==> src/rtl/ndfic_pkg.sv <==
// ----------------------------------------------------------------------------
// ndfic_pkg
// Shared types and constants of the row-major index converter.
// ----------------------------------------------------------------------------
package ndfic_pkg;

    localparam int IF_AXES         = 4;
    localparam int FLAT_BITS       = 48;
    localparam int STRIDE_BITS     = 36;
    localparam int PORT_COORD_BITS = 12;
    localparam int AXIS_COUNT_BITS = 3;
    localparam int CFG_INDEX_BITS  = 3;
    localparam int CMD_BITS        = 1;

    localparam int DEF_MAX_AXES    = 4;
    localparam int DEF_EXTENT_BITS = 12;

    // flat_index, coord_axis0..3
    localparam int S_TDATA_BITS = FLAT_BITS + IF_AXES * PORT_COORD_BITS;
    // flat_result, coord_result0, coord_result1..3, out_of_range
    localparam int M_FIELD_BITS = 2 * FLAT_BITS + (IF_AXES - 1) * PORT_COORD_BITS + 1;
    localparam int M_TDATA_BITS = ((M_FIELD_BITS + 7) / 8) * 8;

    localparam logic [CMD_BITS-1:0] CMD_TO_COORD = 1'b0;
    localparam logic [CMD_BITS-1:0] CMD_TO_FLAT  = 1'b1;

    typedef enum logic [CFG_INDEX_BITS-1:0] {
        CFG_AXIS_COUNT = 3'd0,
        CFG_EXTENT0    = 3'd1,
        CFG_EXTENT1    = 3'd2,
        CFG_EXTENT2    = 3'd3,
        CFG_EXTENT3    = 3'd4
    } ndfic_cfg_idx_t;

    typedef enum logic [3:0] {
        ST_IDLE,
        ST_DRV_INIT,
        ST_DRV_MUL,
        ST_DRV_WAIT,
        ST_DIV_START,
        ST_DIV_WAIT,
        ST_DOT_START,
        ST_DOT_WAIT,
        ST_DONE
    } ndfic_state_t;

    typedef struct packed {
        logic busy;
        logic done;
    } ndfic_unit_stat_t;

endpackage

==> src/rtl/ndfic_mul.sv <==
// ----------------------------------------------------------------------------
// ndfic_mul
// Shift-add multiply-accumulate, one multiplier bit per cycle.
// ----------------------------------------------------------------------------
module ndfic_mul #(
    parameter int MCAND_BITS  = ndfic_pkg::STRIDE_BITS,
    parameter int MPLIER_BITS = ndfic_pkg::DEF_EXTENT_BITS,
    parameter int ACC_BITS    = ndfic_pkg::FLAT_BITS
) (
    input  logic                        clk,
    input  logic                        rst_n,
    input  logic                        start,
    input  logic [MCAND_BITS-1:0]       mcand,
    input  logic [MPLIER_BITS-1:0]      mplier,
    input  logic [ACC_BITS-1:0]         acc_in,
    output logic [ACC_BITS-1:0]         acc_out,
    output ndfic_pkg::ndfic_unit_stat_t stat
);
    import ndfic_pkg::*;

    localparam int CNT_BITS = $clog2(MPLIER_BITS + 1);

    logic                   busy_reg;
    logic                   done_reg;
    logic [CNT_BITS-1:0]    cnt_reg;
    logic [ACC_BITS-1:0]    mcand_reg;
    logic [MPLIER_BITS-1:0] mplier_reg;
    logic [ACC_BITS-1:0]    acc_reg;
    logic [ACC_BITS-1:0]    acc_next;

    assign acc_next = mplier_reg[0] ? (acc_reg + mcand_reg) : acc_reg;

    always_ff @(posedge clk or negedge rst_n)
    begin
        if (!rst_n)
        begin
            busy_reg <= 1'b0;
            done_reg <= 1'b0;
            cnt_reg  <= '0;
        end
        else
        begin
            done_reg <= 1'b0;
            if (start)
            begin
                busy_reg <= 1'b1;
                cnt_reg  <= '0;
            end
            else if (busy_reg)
            begin
                cnt_reg <= cnt_reg + 1'b1;
                if (cnt_reg == CNT_BITS'(MPLIER_BITS - 1))
                begin
                    busy_reg <= 1'b0;
                    done_reg <= 1'b1;
                end
            end
        end
    end

    always_ff @(posedge clk)
    begin
        if (start)
        begin
            mcand_reg  <= ACC_BITS'(mcand);
            mplier_reg <= mplier;
            acc_reg    <= acc_in;
        end
        else if (busy_reg)
        begin
            acc_reg    <= acc_next;
            mcand_reg  <= mcand_reg << 1;
            mplier_reg <= mplier_reg >> 1;
        end
    end

    assign acc_out   = acc_reg;
    assign stat.busy = busy_reg;
    assign stat.done = done_reg;

endmodule

==> src/rtl/ndfic_div.sv <==
// ----------------------------------------------------------------------------
// ndfic_div
// Restoring divider, one quotient bit per cycle.
// ----------------------------------------------------------------------------
module ndfic_div #(
    parameter int DIVIDEND_BITS = ndfic_pkg::FLAT_BITS,
    parameter int DIVISOR_BITS  = ndfic_pkg::STRIDE_BITS
) (
    input  logic                        clk,
    input  logic                        rst_n,
    input  logic                        start,
    input  logic [DIVIDEND_BITS-1:0]    dividend,
    input  logic [DIVISOR_BITS-1:0]     divisor,
    output logic [DIVIDEND_BITS-1:0]    quotient,
    output logic [DIVISOR_BITS-1:0]     remainder,
    output ndfic_pkg::ndfic_unit_stat_t stat
);
    import ndfic_pkg::*;

    localparam int CNT_BITS = $clog2(DIVIDEND_BITS + 1);

    logic                     busy_reg;
    logic                     done_reg;
    logic [CNT_BITS-1:0]      cnt_reg;
    logic [DIVIDEND_BITS-1:0] q_reg;
    logic [DIVISOR_BITS-1:0]  r_reg;
    logic [DIVISOR_BITS-1:0]  d_reg;

    logic [DIVISOR_BITS:0]    trial;
    logic [DIVISOR_BITS:0]    diff;
    logic                     ge;
    logic [DIVISOR_BITS-1:0]  r_next;
    logic [DIVIDEND_BITS-1:0] q_next;

    always_comb
    begin
        trial  = {r_reg, q_reg[DIVIDEND_BITS-1]};
        ge     = (trial >= {1'b0, d_reg});
        diff   = trial - {1'b0, d_reg};
        r_next = ge ? diff[DIVISOR_BITS-1:0] : trial[DIVISOR_BITS-1:0];
        q_next = {q_reg[DIVIDEND_BITS-2:0], ge};
    end

    always_ff @(posedge clk or negedge rst_n)
    begin
        if (!rst_n)
        begin
            busy_reg <= 1'b0;
            done_reg <= 1'b0;
            cnt_reg  <= '0;
        end
        else
        begin
            done_reg <= 1'b0;
            if (start)
            begin
                busy_reg <= 1'b1;
                cnt_reg  <= '0;
            end
            else if (busy_reg)
            begin
                cnt_reg <= cnt_reg + 1'b1;
                if (cnt_reg == CNT_BITS'(DIVIDEND_BITS - 1))
                begin
                    busy_reg <= 1'b0;
                    done_reg <= 1'b1;
                end
            end
        end
    end

    always_ff @(posedge clk)
    begin
        if (start)
        begin
            q_reg <= dividend;
            r_reg <= '0;
            d_reg <= divisor;
        end
        else if (busy_reg)
        begin
            q_reg <= q_next;
            r_reg <= r_next;
        end
    end

    assign quotient  = q_reg;
    assign remainder = r_reg;
    assign stat.busy = busy_reg;
    assign stat.done = done_reg;

endmodule

==> src/rtl/nd_flat_index_converter_top.sv <==
// ----------------------------------------------------------------------------
// nd_flat_index_converter_top
// Row-major index converter for arrays of up to four axes.
// ----------------------------------------------------------------------------
// cfg_* writes the axis count (index 0) and the axis extents (1..4). Each write
// that hits a register re-derives strides and the element total: an init step,
// then one multiply per axis in use; cfg_ready and s_axis_tready stay low
// until that finishes.
// s_axis carries one request per transfer: tuser selects the operation
// (0 flat to coordinates, 1 coordinates to flat), tdata the operands.
// Flat to coordinates runs one 48-bit division per axis in use, one quotient
// bit per cycle; coordinates to flat runs one shift-add multiply-accumulate
// per axis in use. After the last axis the sequencer moves to ST_DONE, which
// loads the result into the output register once it is free; the sequencer
// then returns to idle and takes the next request.
// m_axis returns results from an output register; a new request is taken
// while the previous result still waits, and a stalled receiver holds the
// next finished result in the sequencer until the register drains.
// Reset: axis count 1, extents 1, strides 1, element total 1, m_axis empty.
// ----------------------------------------------------------------------------
module nd_flat_index_converter_top #(
    parameter int MAX_AXES    = ndfic_pkg::DEF_MAX_AXES,
    parameter int EXTENT_BITS = ndfic_pkg::DEF_EXTENT_BITS
) (
    input  logic                                   clk,
    input  logic                                   rst_n,
    // configuration write
    input  logic                                   cfg_valid,
    output logic                                   cfg_ready,
    input  logic [ndfic_pkg::CFG_INDEX_BITS-1:0]   cfg_index,
    input  logic [((EXTENT_BITS > ndfic_pkg::AXIS_COUNT_BITS) ?
                   EXTENT_BITS : ndfic_pkg::AXIS_COUNT_BITS)-1:0] cfg_data,
    // requests
    input  logic                                   s_axis_tvalid,
    output logic                                   s_axis_tready,
    // flat_index[47:0], coord_axis0..coord_axis3 (12 bits each)
    input  logic [ndfic_pkg::S_TDATA_BITS-1:0]     s_axis_tdata,
    // cmd
    input  logic [ndfic_pkg::CMD_BITS-1:0]         s_axis_tuser,
    // results
    output logic                                   m_axis_tvalid,
    input  logic                                   m_axis_tready,
    // flat_result[47:0], coord_result0[47:0], coord_result1..3 (12 bits
    // each), out_of_range, zero padding
    output logic [ndfic_pkg::M_TDATA_BITS-1:0]     m_axis_tdata
);
    import ndfic_pkg::*;

    localparam int LANES     = (MAX_AXES < IF_AXES) ? MAX_AXES : IF_AXES;
    localparam int AXW       = (LANES > 1) ? $clog2(LANES) : 1;
    localparam int WIDE_BITS = (EXTENT_BITS > PORT_COORD_BITS) ? EXTENT_BITS : PORT_COORD_BITS;

    // control and configuration state
    ndfic_state_t                 state_reg;
    ndfic_state_t                 state_next;
    logic [AXW-1:0]               ax_reg;
    logic [AXIS_COUNT_BITS-1:0]   axis_count_reg;
    logic [EXTENT_BITS-1:0]       extent_reg [LANES];
    logic [STRIDE_BITS-1:0]       stride_reg [LANES];
    logic [FLAT_BITS-1:0]         total_reg;
    logic                         m_tvalid_reg;

    // item payload
    logic [FLAT_BITS-1:0]         s_reg;
    logic [FLAT_BITS-1:0]         flat_reg;
    logic                         oor_reg;
    logic [EXTENT_BITS-1:0]       in_coord_reg [LANES];
    logic [FLAT_BITS-1:0]         res_c0_reg;
    logic [PORT_COORD_BITS-1:0]   res_cx_reg [1:IF_AXES-1];
    logic [M_TDATA_BITS-1:0]      m_tdata_reg;

    // combinational
    logic                         cfg_fire;
    logic                         cfg_hit;
    logic                         s_fire;
    logic                         out_free;
    logic [AXIS_COUNT_BITS-1:0]   used_w;
    logic [AXW-1:0]               last_ax;
    logic [EXTENT_BITS-1:0]       ext_cur;
    logic [STRIDE_BITS-1:0]       stride_cur;
    logic [STRIDE_BITS-1:0]       divisor_w;
    logic [EXTENT_BITS-1:0]       coord_in_w [LANES];
    logic [PORT_COORD_BITS-1:0]   out_cx_w [1:IF_AXES-1];

    logic                         mul_start;
    logic [STRIDE_BITS-1:0]       mul_mcand;
    logic [EXTENT_BITS-1:0]       mul_mplier;
    logic [FLAT_BITS-1:0]         mul_acc_in;
    logic [FLAT_BITS-1:0]         mul_prod;
    ndfic_unit_stat_t             mul_stat;

    logic                         div_start;
    logic [FLAT_BITS-1:0]         div_quot;
    logic [STRIDE_BITS-1:0]       div_rem;
    ndfic_unit_stat_t             div_stat;

    logic                         s_ready_w;
    logic                         cfg_ready_w;
    logic                         out_load;

    // ------------------------------------------------------------------
    // Arithmetic units
    // ------------------------------------------------------------------
    ndfic_mul #(
        .MCAND_BITS  (STRIDE_BITS),
        .MPLIER_BITS (EXTENT_BITS),
        .ACC_BITS    (FLAT_BITS)
    ) u_mul (
        .clk     (clk),
        .rst_n   (rst_n),
        .start   (mul_start),
        .mcand   (mul_mcand),
        .mplier  (mul_mplier),
        .acc_in  (mul_acc_in),
        .acc_out (mul_prod),
        .stat    (mul_stat)
    );

    ndfic_div #(
        .DIVIDEND_BITS (FLAT_BITS),
        .DIVISOR_BITS  (STRIDE_BITS)
    ) u_div (
        .clk       (clk),
        .rst_n     (rst_n),
        .start     (div_start),
        .dividend  (s_reg),
        .divisor   (divisor_w),
        .quotient  (div_quot),
        .remainder (div_rem),
        .stat      (div_stat)
    );

    // ------------------------------------------------------------------
    // Decode
    // ------------------------------------------------------------------
    assign cfg_fire = cfg_valid && cfg_ready_w;
    assign s_fire   = s_axis_tvalid && s_ready_w;
    assign out_free = !m_tvalid_reg || m_axis_tready;
    assign cfg_hit  = (cfg_index == CFG_AXIS_COUNT) ||
                      ((cfg_index != '0) && (cfg_index <= CFG_INDEX_BITS'(LANES)));

    always_comb
    begin
        if (axis_count_reg == '0)
            used_w = AXIS_COUNT_BITS'(1);
        else if (axis_count_reg > AXIS_COUNT_BITS'(LANES))
            used_w = AXIS_COUNT_BITS'(LANES);
        else
            used_w = axis_count_reg;
    end

    assign last_ax    = AXW'(used_w - AXIS_COUNT_BITS'(1));
    assign ext_cur    = (extent_reg[ax_reg] == '0) ? EXTENT_BITS'(1) : extent_reg[ax_reg];
    assign stride_cur = stride_reg[ax_reg];
    assign divisor_w  = (stride_cur == '0) ? STRIDE_BITS'(1) : stride_cur;

    // zero-extend or trim the 12-bit port coordinates to the extent width
    for (genvar g = 0; g < LANES; g++)
    begin : g_coord_in
        logic [WIDE_BITS-1:0] wide_w;
        assign wide_w        = WIDE_BITS'(s_axis_tdata[FLAT_BITS + g*PORT_COORD_BITS +:
                                                       PORT_COORD_BITS]);
        assign coord_in_w[g] = wide_w[EXTENT_BITS-1:0];
    end

    // ------------------------------------------------------------------
    // Sequencer
    // ------------------------------------------------------------------
    always_comb
    begin
        state_next = state_reg;
        case (state_reg)
            ST_IDLE:
            begin
                if (cfg_fire && cfg_hit)
                    state_next = ST_DRV_INIT;
                else if (s_fire)
                    state_next = (s_axis_tuser == CMD_TO_FLAT) ? ST_DOT_START : ST_DIV_START;
            end
            ST_DRV_INIT:  state_next = ST_DRV_MUL;
            ST_DRV_MUL:   state_next = ST_DRV_WAIT;
            ST_DRV_WAIT:
            begin
                if (mul_stat.done)
                    state_next = (ax_reg == '0) ? ST_IDLE : ST_DRV_MUL;
            end
            ST_DIV_START: state_next = ST_DIV_WAIT;
            ST_DIV_WAIT:
            begin
                if (div_stat.done)
                    state_next = (ax_reg == last_ax) ? ST_DONE : ST_DIV_START;
            end
            ST_DOT_START: state_next = ST_DOT_WAIT;
            ST_DOT_WAIT:
            begin
                if (mul_stat.done)
                    state_next = (ax_reg == last_ax) ? ST_DONE : ST_DOT_START;
            end
            ST_DONE:
            begin
                if (out_free)
                    state_next = ST_IDLE;
            end
            default:      state_next = ST_IDLE;
        endcase
    end

    always_comb
    begin
        mul_start   = 1'b0;
        mul_mcand   = stride_cur;
        mul_mplier  = in_coord_reg[ax_reg];
        mul_acc_in  = flat_reg;
        div_start   = 1'b0;
        s_ready_w   = 1'b0;
        cfg_ready_w = 1'b0;
        out_load    = 1'b0;
        case (state_reg)
            ST_IDLE:
            begin
                cfg_ready_w = 1'b1;
                // configuration wins a same-cycle collision
                s_ready_w   = !cfg_valid;
            end
            ST_DRV_MUL:
            begin
                mul_start  = 1'b1;
                mul_mcand  = total_reg[STRIDE_BITS-1:0];
                mul_mplier = ext_cur;
                mul_acc_in = '0;
            end
            ST_DIV_START: div_start = 1'b1;
            ST_DOT_START: mul_start = 1'b1;
            ST_DONE:      out_load  = out_free;
            default:      ;
        endcase
    end

    always_ff @(posedge clk or negedge rst_n)
    begin
        if (!rst_n)
        begin
            state_reg      <= ST_IDLE;
            ax_reg         <= '0;
            axis_count_reg <= AXIS_COUNT_BITS'(1);
            total_reg      <= FLAT_BITS'(1);
            m_tvalid_reg   <= 1'b0;
            for (int i = 0; i < LANES; i++)
            begin
                extent_reg[i] <= EXTENT_BITS'(1);
                stride_reg[i] <= STRIDE_BITS'(1);
            end
        end
        else
        begin
            state_reg <= state_next;

            if (cfg_fire)
            begin
                if (cfg_index == CFG_AXIS_COUNT)
                    axis_count_reg <= cfg_data[AXIS_COUNT_BITS-1:0];
                for (int i = 0; i < LANES; i++)
                begin
                    if (cfg_index == CFG_INDEX_BITS'(int'(CFG_EXTENT0) + i))
                        extent_reg[i] <= cfg_data[EXTENT_BITS-1:0];
                end
            end

            case (state_reg)
                ST_IDLE:
                begin
                    if (s_fire)
                        ax_reg <= '0;
                end
                ST_DRV_INIT:
                begin
                    total_reg <= FLAT_BITS'(1);
                    ax_reg    <= last_ax;
                    for (int i = 0; i < LANES; i++)
                        stride_reg[i] <= STRIDE_BITS'(1);
                end
                ST_DRV_MUL:
                begin
                    stride_reg[ax_reg] <= total_reg[STRIDE_BITS-1:0];
                end
                ST_DRV_WAIT:
                begin
                    if (mul_stat.done)
                    begin
                        total_reg <= mul_prod;
                        if (ax_reg != '0)
                            ax_reg <= ax_reg - 1'b1;
                    end
                end
                ST_DIV_WAIT:
                begin
                    if (div_stat.done && ax_reg != last_ax)
                        ax_reg <= ax_reg + 1'b1;
                end
                ST_DOT_WAIT:
                begin
                    if (mul_stat.done && ax_reg != last_ax)
                        ax_reg <= ax_reg + 1'b1;
                end
                default: ;
            endcase

            if (out_load)
                m_tvalid_reg <= 1'b1;
            else if (m_axis_tready)
                m_tvalid_reg <= 1'b0;
        end
    end

    // ------------------------------------------------------------------
    // Item datapath
    // ------------------------------------------------------------------
    always_ff @(posedge clk)
    begin
        if (s_fire)
        begin
            s_reg      <= s_axis_tdata[FLAT_BITS-1:0];
            flat_reg   <= '0;
            oor_reg    <= (s_axis_tuser == CMD_TO_COORD) &&
                          (s_axis_tdata[FLAT_BITS-1:0] >= total_reg);
            res_c0_reg <= '0;
            for (int i = 1; i < IF_AXES; i++)
                res_cx_reg[i] <= '0;
            for (int i = 0; i < LANES; i++)
                in_coord_reg[i] <= coord_in_w[i];
        end
        else
        begin
            case (state_reg)
                ST_DIV_WAIT:
                begin
                    if (div_stat.done)
                    begin
                        // carry the remainder on to the next axis
                        s_reg <= FLAT_BITS'(div_rem);
                        if (ax_reg == '0)
                            res_c0_reg <= div_quot;
                        for (int i = 1; i < IF_AXES; i++)
                        begin
                            if (i < LANES && ax_reg == AXW'(i))
                                res_cx_reg[i] <= div_quot[PORT_COORD_BITS-1:0];
                        end
                    end
                end
                ST_DOT_START:
                begin
                    if (in_coord_reg[ax_reg] >= ext_cur)
                        oor_reg <= 1'b1;
                end
                ST_DOT_WAIT:
                begin
                    if (mul_stat.done)
                        flat_reg <= mul_prod;
                end
                default: ;
            endcase
        end

        if (out_load)
            m_tdata_reg <= M_TDATA_BITS'({oor_reg, out_cx_w[3], out_cx_w[2], out_cx_w[1],
                                          res_c0_reg, flat_reg});
    end

    for (genvar g = 1; g < IF_AXES; g++)
    begin : g_out_cx
        if (g < LANES)
        begin : g_used
            assign out_cx_w[g] = res_cx_reg[g];
        end
        else
        begin : g_none
            assign out_cx_w[g] = '0;
        end
    end

    assign cfg_ready     = cfg_ready_w;
    assign s_axis_tready = s_ready_w;
    assign m_axis_tvalid = m_tvalid_reg;
    assign m_axis_tdata  = m_tdata_reg;

    // ------------------------------------------------------------------
    // Assertions
    // ------------------------------------------------------------------
    a_accept_leaves_idle: assert property (@(posedge clk) disable iff (!rst_n)
        (s_axis_tvalid && s_axis_tready) |=> (state_reg != ST_IDLE))
        else $error("request transfer did not start a conversion");

    a_units_exclusive: assert property (@(posedge clk) disable iff (!rst_n)
        !(mul_stat.busy && div_stat.busy))
        else $error("multiplier and divider busy together");

    a_idle_units_quiet: assert property (@(posedge clk) disable iff (!rst_n)
        (state_reg == ST_IDLE) |-> (!mul_stat.busy && !div_stat.busy))
        else $error("arithmetic unit still busy in idle");

    a_cfg_derives: assert property (@(posedge clk) disable iff (!rst_n)
        (cfg_valid && cfg_ready && cfg_hit) |=> (state_reg == ST_DRV_INIT))
        else $error("configuration write did not start stride derivation");

endmodule

==> config.mk <==
export PLATFORM = sky130hd
export DESIGN_NAME = nd_flat_index_converter_top
export DESIGN_NICKNAME = d
export VERILOG_FILES = /design/src/rtl/ndfic_pkg.sv /design/src/rtl/ndfic_mul.sv /design/src/rtl/ndfic_div.sv /design/src/rtl/nd_flat_index_converter_top.sv
export SDC_FILE = /design/constraint.sdc
export NUM_CORES = 2
export LEC_CHECK = 0
export BUFFER_PORTS_ARGS = -buffer_cell sky130_fd_sc_hd__buf_4
export CAP_MARGIN = 20
export CORE_MARGIN = 10
export CORE_UTILIZATION = 40
export DETAILED_ROUTE_END_ITERATION = 6
export GPL_TIMING_DRIVEN = 1
export SETUP_SLACK_MARGIN = 0.2
export SYNTH_ARGS = -nofsm -noshare
export SYNTH_HDL_FRONTEND = slang
export SYNTH_SLANG_ARGS = --single-unit
==> constraint.sdc <==
create_clock -name clk -period 5.2 [get_ports clk]
set_clock_uncertainty 0.15 [all_clocks]
set_input_delay 1.04 -clock clk [delete_from_list [all_inputs] [get_ports clk]]
set_output_delay 1.04 -clock clk [all_outputs]
set_load 0.05 [all_outputs]
==> metrics.cfg <==
[finish]
syn_to_final_growth_pct=15.4
largest_reg_flops=144
layout-drive-gt1-share_pct=15.0
layout.nets=4192

[place]
post-dp-hpwl_um=76800
gp_congestion=0.932
pre_cts_ws_ns=1.23
port_buffers=252

[clock_tree]
clkSinkCount=854
cts_resized=0
clk_path_buf_depth=3
cts_tree=yes
clkTransAtPathRegs_ns=0.06
post-cts-setup-buffers=0
h-tree-depth=3
cts_hold_buf=0
cts_root_buf=clkbuf_16
clock_latency_ns=0.66
numCtsBuffers=93

[yosys]
yosys.area_share.simple_pct=14.2
synth_compound_area_share_pct=12.0
netlist_area_sq_um=40000
synth.yosys.seq_area_share_pct=57.2
synth-edff-count=446
synth_mux_area_share_pct=6.54
synthArstFlopShare_pct=30.9
yosysWarnings=0
synthXorXnorAreaFrac_pct=1.73
ys_types=83
syn_area_per_cell_sq_um=10.6
synth_top_family_by_area=simple AND/OR/NAND/NOR gates
syn-instance-count=3764
ys_seq_elements=854
synth_ff_type=edfxtp_1
synth-adder-area-share_pct=4.76

[sta]
min_period_over_period_pct=76.6
worst_slew_pin_slew_ns=1.03
report.final.slew_viol_count=0
setup-tns-final_ns=0
grt_setup_unrepaired=no
clock.fmax_ghz=0.251
setup-violations-final=0
setup_ws_ns=1.22
final.min_clock_period_ns=3.98
relSlewSlack_pct=31.2
hold_viol_final=0

[global_route]
gr-total-overflow=0
grt_pass1_vias=28200
grt_use_total_pct=18.8
grt_max_degree=116
antenna_found_initial=6
grt_pass1_wl_um=168000

[setup_path]
critPathCaptureType=flop
worst_setup_path_start_kind=flop
crit_fanout=25
path_class=reg2reg
cp.required_ns=5.43
arrival_ns=4.21

[die]
core.rowCount=115
chipHeight_um=336
core_sq_um=98900
die_area_sq_um=113000
die_w_um=336
start_util_pct=40.5
top_level_ports=256

[run_status]
status=finished clean

[drt]
num_vias=28500
drtAntennaViolNets=0
drc=0
drt_iter0_drc=2441
avgRoutedWirePerCell_um=20.5
drt_first_pass_iters=5
vias_per_cell=5.38
wirelength_um=108000

[pwr]
p_leak_nw=18.9
vdd_drop_max_mv=0.349
powerDensity_nw_per_um2=566

[hold_path]
min_path_type=reg2reg

[job]
drv_cap=0

==> power breakdown <==
part	switching (W)	leakage, nW	internal (W)
Combinational	0.00550	8.26	0.00330
Sequential	0.00140	9.09	0.00925
Clock	0.00275	1.52	0.00393
Total	0.00965	18.9	0.0165
==> cell usage in the layout (no fill, tap or decap), types with 60 or more instances in the layout <==
master / synthesis / final
dfxtp_1: 144 / 144
mux4_2: 60 / 60
ha_1: 149 / 149
nor2_1: 115 / 112
buf_4: 7 / 282
nand3_1: 78 / 78
inv_1: 128 / 125
o21ai_0: 326 / 326
nand2_1: 915 / 911
a21oi_1: 246 / 246
dfrtp_1: 254 / 251
edfxtp_1: 446 / 446
clkbuf_16: 0 / 96
mux2i_1: 69 / 69
==> worst paths after layout <==
path,endpoint,slack [ns],cells past startpoint,start
worst max-delay path,oor_reg,1.22,13,ax_reg[0]
worst min-delay path,m_axis_tdata[107],0.26,0,res_cx_reg[0][23]
worst max register to register,oor_reg,1.22,13,ax_reg[0]
worst min register to register,m_axis_tdata[107],0.26,0,res_cx_reg[0][23]
max in group asynchronous,stride_reg[48],3.49,2,rst_n
min in group asynchronous,extent_reg[31],0.28,1,rst_n
==> critical path, stage by stage (launching register included) <==
cell and delay (ns):
dfrtp_4 0.74, mux4_2 0.60, nor4_1 0.43, a31o_2 0.24
ha_1 0.22, nand2b_1 0.14, a21o_1 0.17, a21o_1 0.17
a21o_1 0.17, a21o_1 0.17, a21oi_1 0.14, o21ai_0 0.10
a21oi_1 0.16, o31ai_1 0.08
==> layout make-up <==
class	instances	area [sq um]
Fill cell	9115	52700
Sequential cell	854	22900
Multi-Input combinational cell	2555	15700
Clock buffer	133	2670
Timing Repair Buffer	292	2310
Tap cell	1287	1610
Inverter	128	485
Clock inverter	41	429
Antenna cell	6	15.0
==> per-layer routing <==
layer | share of wire, % | GRT usage, %
met1 | 45 | 26.0
met2 | 47 | 30.4
met3 | 5.8 | 3.05
met4 | 2.3 | 4.92
met5 | 0 | 0
==> cells by family after synthesis <==
group | Yosys count
xor+xnor | 79
other cells | 1
mux | 180
fa+ha+maj | 151
simple gates | 1325
flops | 854
compound gates | 817
buf+inv | 357
==> cell usage after synthesis, types with 5 or more instances <==
cell type  instances  area (sq um)
buf_1             24          90.1
o31ai_1           12          90.1
nor4_1            17           106
clkbuf_1         163           612
or3_1              9          56.3
nor3_1            25           125
dfrtp_1          254          6360
mux4_2            60          1350
nand3_1           78           390
a31oi_1           21           131
xor2_1            43           377
mux2i_1           69           691
dfxtp_1          144          2880
a211oi_1          11          82.6
o21a_1            11          82.6
o21ai_1           12          60.1
o21ai_0          326          1630
a21o_1            59           443
buf_2             32           160
nand4_1           36           225
o211ai_1           6          45.0
a21oi_1          246          1230
inv_1            128           480
ha_1             149          1860
nand2_1          915          3430
nor2b_1           15          93.8
and3_1            62           388
o41ai_1            7          61.3
o22ai_1            5          31.3
mux2_2            51           574
xnor2_1           36           315
nor2_1           115           432
nand2b_1          16           100
nand3b_1           5          37.5
o21bai_1           7          52.6
a22o_1            47           412
buf_4              7          52.6
edfxtp_1         446         13400
and2_1             8          50.1
dfstp_2           10           263
==> metrics by stage <==
| step | cells | total power, W | util, % | instance area, sq um | hold slack, ns |
|---|---|---|---|---|---|
| 3_3_place_gp | 5113 | 0.0195 | 43.5 | 43000 | 0.253 |
| 5_1_grt | 5294 | 0.0278 | 46.7 | 46200 | 0.265 |
| 2_1_floorplan | 3766 | 0.0169 | - | 40000 | 0.250 |
| 4_1_cts | 5288 | 0.0263 | 46.6 | 46100 | 0.250 |
| 6_report | 5296 | 0.0261 | 46.7 | 46200 | 0.258 |
| 3_5_place_dp | 5114 | 0.0196 | 43.5 | 43000 | 0.255 |
Power figures use the tool's default switching activity.
